===== src/hdl/ngsi_pkg.sv =====
// shared widths and constants for the nearest greater/smaller index block
// no dependencies
`default_nettype none

package ngsi_pkg;

	localparam int MAX_LEN_DEF = 64;
	localparam int VALUE_W     = 32;
	localparam int POS_W       = 7;
	localparam int NBR_W       = 8;

	localparam logic [NBR_W-1:0] NONE_POS = '1;

	// pass codes: bit 1 set means forward scan, bit 0 set means smaller search
	localparam logic [1:0] PASS_NEXT_GREATER = 2'd0;
	localparam logic [1:0] PASS_NEXT_SMALLER = 2'd1;
	localparam logic [1:0] PASS_PREV_GREATER = 2'd2;
	localparam logic [1:0] PASS_PREV_SMALLER = 2'd3;

endpackage

`default_nettype wire


===== src/hdl/nearest_greater_smaller_indices.sv =====
// nearest greater/smaller index finder: top level, sequencer and stores
// depends on ngsi_pkg and ngsi_ram
`default_nettype none

// Usage
//   Input: an item (value, last) is taken at a rising edge with start high and
//   busy low. Items are stored in order; the item with last set, or the
//   MAX_LEN-th item, closes the sequence and busy rises.
//   Loading can take one item per cycle.
//   Processing: four monotonic stack passes run over the stored sequence with
//   one shared signed comparator and single-port-read rams. Per pass each
//   element is read (ST_RDCUR, ST_WCUR) and compared (ST_CMP); a stack pop
//   that leaves the stack non-empty reloads the new top (ST_RDIDX, ST_RDTV)
//   before the next compare, and one that empties it compares again directly;
//   every element is popped at most once a pass.
//   Output: one result per position, position 1 first, with result_valid high
//   for one cycle; each is read from the result rams (ST_OUTRD) and then
//   shown (ST_OUT), never back to back; final_res marks the last one.
//   The receiver cannot stall; results are lost if it is not listening.
//   After the final result busy falls in the next cycle.
//   Reset (arst_n low) empties the sequence and returns to loading; stored
//   values are not cleared and are never read before they are written.
module nearest_greater_smaller_indices #(
	parameter int MAX_LEN = ngsi_pkg::MAX_LEN_DEF
) (
	input  wire logic                              clk,
	input  wire logic                              arst_n,
	input  wire logic                              start,
	output logic                                   busy,
	input  wire logic signed [ngsi_pkg::VALUE_W-1:0] value,
	input  wire logic                              last,
	output logic                                   result_valid,
	output logic        [ngsi_pkg::POS_W-1:0]      position,
	output logic signed [ngsi_pkg::NBR_W-1:0]      next_greater_pos,
	output logic signed [ngsi_pkg::NBR_W-1:0]      next_smaller_pos,
	output logic signed [ngsi_pkg::NBR_W-1:0]      prev_greater_pos,
	output logic signed [ngsi_pkg::NBR_W-1:0]      prev_smaller_pos,
	output logic                                   final_res
);

	localparam int IDX_W = $clog2(MAX_LEN);
	localparam int CNT_W = $clog2(MAX_LEN + 1);
	localparam int VW    = ngsi_pkg::VALUE_W;
	localparam int NW    = ngsi_pkg::NBR_W;
	localparam int PW    = ngsi_pkg::POS_W;

	localparam logic [2:0] ST_LOAD  = 3'd0;
	localparam logic [2:0] ST_RDCUR = 3'd1;
	localparam logic [2:0] ST_WCUR  = 3'd2;
	localparam logic [2:0] ST_CMP   = 3'd3;
	localparam logic [2:0] ST_RDIDX = 3'd4;
	localparam logic [2:0] ST_RDTV  = 3'd5;
	localparam logic [2:0] ST_OUTRD = 3'd6;
	localparam logic [2:0] ST_OUT   = 3'd7;

	logic [2:0]           state_q;
	logic [CNT_W-1:0]     count_q;
	logic [CNT_W-1:0]     n_q;
	logic [CNT_W-1:0]     k_q;
	logic [CNT_W-1:0]     j_q;
	logic [CNT_W-1:0]     depth_q;
	logic [1:0]           pass_q;
	logic [IDX_W-1:0]     top_q;
	logic signed [VW-1:0] topv_q;
	logic signed [VW-1:0] cur_q;

	logic                 accept;
	logic                 backward;
	logic                 want_greater;
	logic                 pop;
	logic                 push;
	logic [IDX_W-1:0]     cur_idx;
	logic [CNT_W-1:0]     rev_k;
	logic [NW-1:0]        nbr;

	logic                 val_we;
	logic [IDX_W-1:0]     val_raddr;
	logic [VW-1:0]        val_rdata;
	logic [IDX_W-1:0]     stk_raddr;
	logic [IDX_W-1:0]     stk_rdata;
	logic [CNT_W-1:0]     stk_rd_cnt;
	logic [3:0]           res_we;
	logic [NW-1:0]        res_rdata [4];

	assign busy         = (state_q != ST_LOAD);
	assign accept       = start && !busy;
	assign backward     = !pass_q[1];
	assign want_greater = !pass_q[0];

	assign rev_k   = n_q - CNT_W'(1) - k_q;
	assign cur_idx = backward ? rev_k[IDX_W-1:0] : k_q[IDX_W-1:0];

	// shared comparator: pop when the stack top is strictly on the wrong side
	always_comb begin
		if (depth_q == '0) begin
			pop = 1'b0;
		end else if (want_greater) begin
			pop = (topv_q < cur_q);
		end else begin
			pop = (topv_q > cur_q);
		end
	end

	assign push = (state_q == ST_CMP) && !pop;
	assign nbr  = (depth_q == '0) ? ngsi_pkg::NONE_POS : (NW'(top_q) + NW'(1));

	assign val_we     = accept;
	assign val_raddr  = (state_q == ST_RDIDX) ? stk_rdata : cur_idx;
	// new top after a pop sits two below the current depth
	assign stk_rd_cnt = depth_q - CNT_W'(2);
	assign stk_raddr  = stk_rd_cnt[IDX_W-1:0];

	always_comb begin
		for (int p = 0; p < 4; p++) begin
			res_we[p] = push && (pass_q == 2'(p));
		end
	end

	ngsi_ram #(.WIDTH(VW), .DEPTH(MAX_LEN)) u_val_ram (
		.clk   (clk),
		.we    (val_we),
		.waddr (count_q[IDX_W-1:0]),
		.wdata (value),
		.raddr (val_raddr),
		.rdata (val_rdata)
	);

	ngsi_ram #(.WIDTH(IDX_W), .DEPTH(MAX_LEN)) u_stk_ram (
		.clk   (clk),
		.we    (push),
		.waddr (depth_q[IDX_W-1:0]),
		.wdata (cur_idx),
		.raddr (stk_raddr),
		.rdata (stk_rdata)
	);

	for (genvar g = 0; g < 4; g++) begin : g_res
		ngsi_ram #(.WIDTH(NW), .DEPTH(MAX_LEN)) u_res_ram (
			.clk   (clk),
			.we    (res_we[g]),
			.waddr (cur_idx),
			.wdata (nbr),
			.raddr (j_q[IDX_W-1:0]),
			.rdata (res_rdata[g])
		);
	end

	always_ff @(posedge clk or negedge arst_n) begin
		if (!arst_n) begin
			state_q <= ST_LOAD;
			count_q <= '0;
			n_q     <= '0;
			k_q     <= '0;
			j_q     <= '0;
			depth_q <= '0;
			pass_q  <= ngsi_pkg::PASS_NEXT_GREATER;
		end else begin
			unique case (state_q)
				ST_LOAD: begin
					if (accept) begin
						if (last || (count_q + CNT_W'(1) == CNT_W'(MAX_LEN))) begin
							n_q     <= count_q + CNT_W'(1);
							count_q <= '0;
							k_q     <= '0;
							depth_q <= '0;
							pass_q  <= ngsi_pkg::PASS_NEXT_GREATER;
							state_q <= ST_RDCUR;
						end else begin
							count_q <= count_q + CNT_W'(1);
						end
					end
				end
				ST_RDCUR: state_q <= ST_WCUR;
				ST_WCUR:  state_q <= ST_CMP;
				ST_CMP: begin
					if (pop) begin
						depth_q <= depth_q - CNT_W'(1);
						state_q <= (depth_q == CNT_W'(1)) ? ST_CMP : ST_RDIDX;
					end else if (k_q + CNT_W'(1) == n_q) begin
						k_q     <= '0;
						depth_q <= '0;
						if (pass_q == ngsi_pkg::PASS_PREV_SMALLER) begin
							j_q     <= '0;
							state_q <= ST_OUTRD;
						end else begin
							pass_q  <= pass_q + 2'd1;
							state_q <= ST_RDCUR;
						end
					end else begin
						depth_q <= depth_q + CNT_W'(1);
						k_q     <= k_q + CNT_W'(1);
						state_q <= ST_RDCUR;
					end
				end
				ST_RDIDX: state_q <= ST_RDTV;
				ST_RDTV:  state_q <= ST_CMP;
				ST_OUTRD: state_q <= ST_OUT;
				ST_OUT: begin
					if (j_q + CNT_W'(1) == n_q) begin
						state_q <= ST_LOAD;
					end else begin
						j_q     <= j_q + CNT_W'(1);
						state_q <= ST_OUTRD;
					end
				end
				default: state_q <= ST_LOAD;
			endcase
		end
	end

	// stack top and current value registers, no reset needed
	always_ff @(posedge clk) begin
		if (state_q == ST_WCUR) begin
			cur_q <= $signed(val_rdata);
		end
		if (push) begin
			top_q  <= cur_idx;
			topv_q <= cur_q;
		end
		if (state_q == ST_RDIDX) begin
			top_q <= stk_rdata;
		end
		if (state_q == ST_RDTV) begin
			topv_q <= $signed(val_rdata);
		end
	end

	assign result_valid     = (state_q == ST_OUT);
	assign position         = PW'(j_q) + PW'(1);
	assign final_res        = (j_q + CNT_W'(1) == n_q);
	assign next_greater_pos = $signed(res_rdata[ngsi_pkg::PASS_NEXT_GREATER]);
	assign next_smaller_pos = $signed(res_rdata[ngsi_pkg::PASS_NEXT_SMALLER]);
	assign prev_greater_pos = $signed(res_rdata[ngsi_pkg::PASS_PREV_GREATER]);
	assign prev_smaller_pos = $signed(res_rdata[ngsi_pkg::PASS_PREV_SMALLER]);

endmodule

`default_nettype wire


===== src/hdl/ngsi_ram.sv =====
// generic single write port, single read port ram with registered read data
// no dependencies
`default_nettype none

module ngsi_ram #(
	parameter int WIDTH = 8,
	parameter int DEPTH = 64
) (
	input  wire logic                     clk,
	input  wire logic                     we,
	input  wire logic [$clog2(DEPTH)-1:0] waddr,
	input  wire logic [WIDTH-1:0]         wdata,
	input  wire logic [$clog2(DEPTH)-1:0] raddr,
	output logic      [WIDTH-1:0]         rdata
);

	logic [WIDTH-1:0] mem_q [DEPTH];

	always_ff @(posedge clk) begin
		if (we) begin
			mem_q[waddr] <= wdata;
		end
		rdata <= mem_q[raddr];
	end

endmodule

`default_nettype wire


===== config.mk =====
export PLATFORM = sky130hd
export DESIGN_NAME = nearest_greater_smaller_indices
export DESIGN_NICKNAME = d
export VERILOG_FILES = /design/src/hdl/ngsi_pkg.sv /design/src/hdl/nearest_greater_smaller_indices.sv /design/src/hdl/ngsi_ram.sv
export SDC_FILE = /design/constraint.sdc
export NUM_CORES = 2
export LEC_CHECK = 0
export BUFFER_PORTS_ARGS = -buffer_cell sky130_fd_sc_hd__buf_2
export CORE_UTILIZATION = 25
export DETAILED_ROUTE_END_ITERATION = 10
export PLACE_DENSITY = 0.47
export SYNTH_ARGS = -nofsm -noshare
export SYNTH_HDL_FRONTEND = slang
export SYNTH_HIERARCHICAL = 1
export SYNTH_MEMORY_MAX_BITS = 65536
export SYNTH_SLANG_ARGS = --single-unit

===== constraint.sdc =====
create_clock -name clk -period 14 [get_ports clk]
set_clock_uncertainty 0.15 [all_clocks]
set_input_delay 0.7 -clock clk [delete_from_list [all_inputs] [get_ports clk]]
set_output_delay 0.7 -clock clk [all_outputs]
set_load 0.05 [all_outputs]

==> results_dict.tcl <==
set metrics [dict create \
    synthCells 8392 \
    rr_worst_depth 12 \
    grt_overflow 0 \
    place.gp.congestion 0.777 \
    clockBufferDepth 4 \
    critPathArrivalTime_ps 7380 \
    relSlewSlack_pct 13.4 \
    clockRootBuffer "clkbuf_16" \
    dp_hpwl_mm 273 \
    syn2layout_area_growth_pct 15.4 \
    viasPerCell 4.63 \
    ys_top_cells_by_area "edfxtp_1, mux4_2, nor2_1, mux2i_1, dfxtp_1" \
    final_hold_viol_count 0 \
    synth_cell_types 90 \
    syn_nets 8480 \
    layout_commonest_cell "edfxtp_1" \
    die_x_um 853 \
    grt_pass1_wl_mm 692 \
    htree_levels 5 \
    cp_slowest_cell "mux2i_1" \
    yosys.area_share.simple_pct 2.81 \
    fmax_mhz 145 \
    ir_worst_vdd_uv 421 \
    crit_family "simple AND/OR/NAND/NOR gates" \
    drv_cap 0 \
    critPathRequiredTime_ps 14480 \
    core-area_um2 721000 \
    crit_type "reg2reg" \
    dieHeight_um 853 \
    global_route.usage.total_pct 13.0 \
    synth_top_family_by_area "multiplexers" \
    synth_top_area_share_pct 75.5 \
    drt_wl_total_mm 486 \
    finalSetupTns_ps 0 \
    ys_seq_area_share_pct 76.9 \
    synth_xor_area_share_pct 0.172 \
    drc 0 \
    synth_top_area_cell "edfxtp_1" \
    rows 312 \
    synth_ff_type "edfxtp_1" \
    cp-start-kind "flop" \
    synth-compound-area-share_pct 2.27 \
    clk_pin_slew_ps 60 \
    cp.depth 12 \
    tritoncts "built" \
    clock_latency_ps 1050 \
    period_share_pct 49.3 \
    wire_per_inst_um 26.0 \
    p_leak_nw 62.9 \
    wl_met2_mm 234 \
    synth_area_um2 181000 \
    portBuffers 77 \
    grt_max_degree 153 \
    initial_core_util_pct 25.1 \
    tightest_slew_ps 1260 \
    hold_path_class "in2reg" \
    rsz0062_at_grt "no" \
    wl_met1_mm 213 \
    io_pins 78 \
    ys_seq_elements 4660 \
    power.density_nw_per_um2 244 \
    grt_pass1_vias 90200 \
    synthArstFlopShare_pct 0.858 \
    cpPeakStageDelay_ps 1010 \
    drtAntennaViolNets 0 \
    endpoint_kind "flop" \
    wl_met3_mm 28.3 \
    drt_iter0_drc 9111 \
    synth_adder_area_share_pct 0.364 \
    design_area_um2 209000 \
    setup_viol 0 \
    synthMuxAreaShare_pct 16.0 \
    antenna_found_initial 36 \
    drive_above_1_share_pct 25.5 \
    dr.pass1.iters 5 \
    final.min_clock_period_ps 6900 \
    topRoutingLayerUsed "met5" \
    min_path_cells 1 \
    crit_chain "inv_1 -> ha_1 -> nand4_1 -> nor4_2 -> nor3b_2 -> o32a_2 -> mux2i_1 -> mux2i_2 -> buf_4 -> and3_1 -> nand3_1 -> nor2_1" \
    numCtsBuffers 469 \
    ys_warn_count 6 \
    placed_cell_area_um2 193000 \
    vias 86600 \
    cts.sinks 4660 \
    status "completed" \
    whs_ps 128 \
    fin_nets 8801 \
    critPathMaxFanout 18 \
    die-area_um2 727000 \
    postCtsSetupBuffers 0 \
    synth_edf_count 4550 \
    finalMaxSlewViolations 0 \
    synth.avg_cell_area_um2 21.6 \
    final_cell_mix "edfxtp_1, mux4_2, nor2_1, clkbuf_16, mux2i_1" \
    critPathBufInv 2 \
]
per-layer routing:
| layer | global-route usage, % | vias up |
|---|---|---|
| met4 | 3.08 | 6 |
| met2 | 21.4 | 2861 |
| li1 | - | 35900 |
| met1 | 18.1 | 47200 |
| met3 | 1.98 | 696 |
| met5 | 0 | - |
cells in the mapped netlist (68+ instances only):
cell type,n
nor2_1,564
o22ai_1,128
mux4_2,1135
buf_4,79
mux2_2,104
nand2_1,165
mux2i_1,202
edfxtp_1,4550
a21oi_1,100
o221ai_1,68
nor2b_1,82
nand3_1,96
buf_2,116
clkbuf_1,173
dfxtp_1,70
final timing paths:
kind	startpoint	endpoint	slack, ps
worst min register to register	u_val_ram/rdata[15]	cur_q[15]	280
worst max-delay path	cur_q[31]	g_res[0].u_res_ram/mem_q[43][4]	7100
worst min-delay path	value[30]	u_val_ram/mem_q[41][30]	130
min in group asynchronous	arst_n	count_q[5]	440
max in group asynchronous	arst_n	j_q[5]	12390
worst max register to register	cur_q[31]	g_res[0].u_res_ram/mem_q[43][4]	7100
state kept, by name, indices dropped and copies added, names as in the netlist, 32 cells and up:
register,cells
u_val_ram/rdata,32
topv_q,32
u_val_ram/mem_q,2048
u_stk_ram/mem_q,384
g_res.u_res_ram/mem_q,2048
g_res.u_res_ram/rdata,32
cur_q,32
stage by stage:
| stage | utilization [%] | power [mW] | cells | worst slack (ps) |
|---|---|---|---|---|
| final | 28.9 | 50.8 | 18700 | 7100 |
| after global routing | 28.9 | 52.9 | 18700 | 6810 |
| after global placement | 26.8 | 39.0 | 17800 | 6720 |
| after CTS | 28.9 | 51.7 | 18700 | 6990 |
| after detailed placement | 26.8 | 39.1 | 17800 | 6960 |
| after floorplan | - | 31.4 | 8392 | 1080 |
power by group:
group	leakage, nW	switching, mW	internal, mW	total [mW]
registers	42.1	0.334	17.8	18.1
clock network	7.45	5.40	7.11	12.5
logic	13.4	13.1	7.06	20.2
total	62.9	18.8	32.0	50.8
timing repair:
item	4_1_cts	5_1_grt
endpoints found under the hold margin	50	0
hold buffers	4	0
gates resized for setup	0	0
worst reg2reg max path, stage by stage (launching register included):
cell and delay [ps]:
edfxtp_1 350, inv_1 60, ha_1 400, nand4_1 170
nor4_2 290, nor3b_2 880, o32a_2 320, mux2i_1 1010
mux2i_2 290, buf_4 290, and3_1 550, nand3_1 840
nor2_1 930
cell families (layout without fill, tap and decap cells):
family,count (synthesis),count (layout)
muxes,1451,1451
xor gates and xnor gates,34,34
and+or+nand+nor,1119,1119
buffers and inverters,500,1224
AOI/OAI and AO/OA,576,576
other,0,14
adders and majority gates,52,52
DFF,4660,4660
final cells by class:
class	instances	area (um^2)
antenna	14	35.0
clock buffer	600	12500
clock inverter	274	2770
fill	70100	513000
inverter	53	208
multi-input combinational	3232	39800
sequential	4660	139000
tap	9577	12000
timing repair buffer	297	2220
No activity file was read; power rests on OpenSTA's default activity.
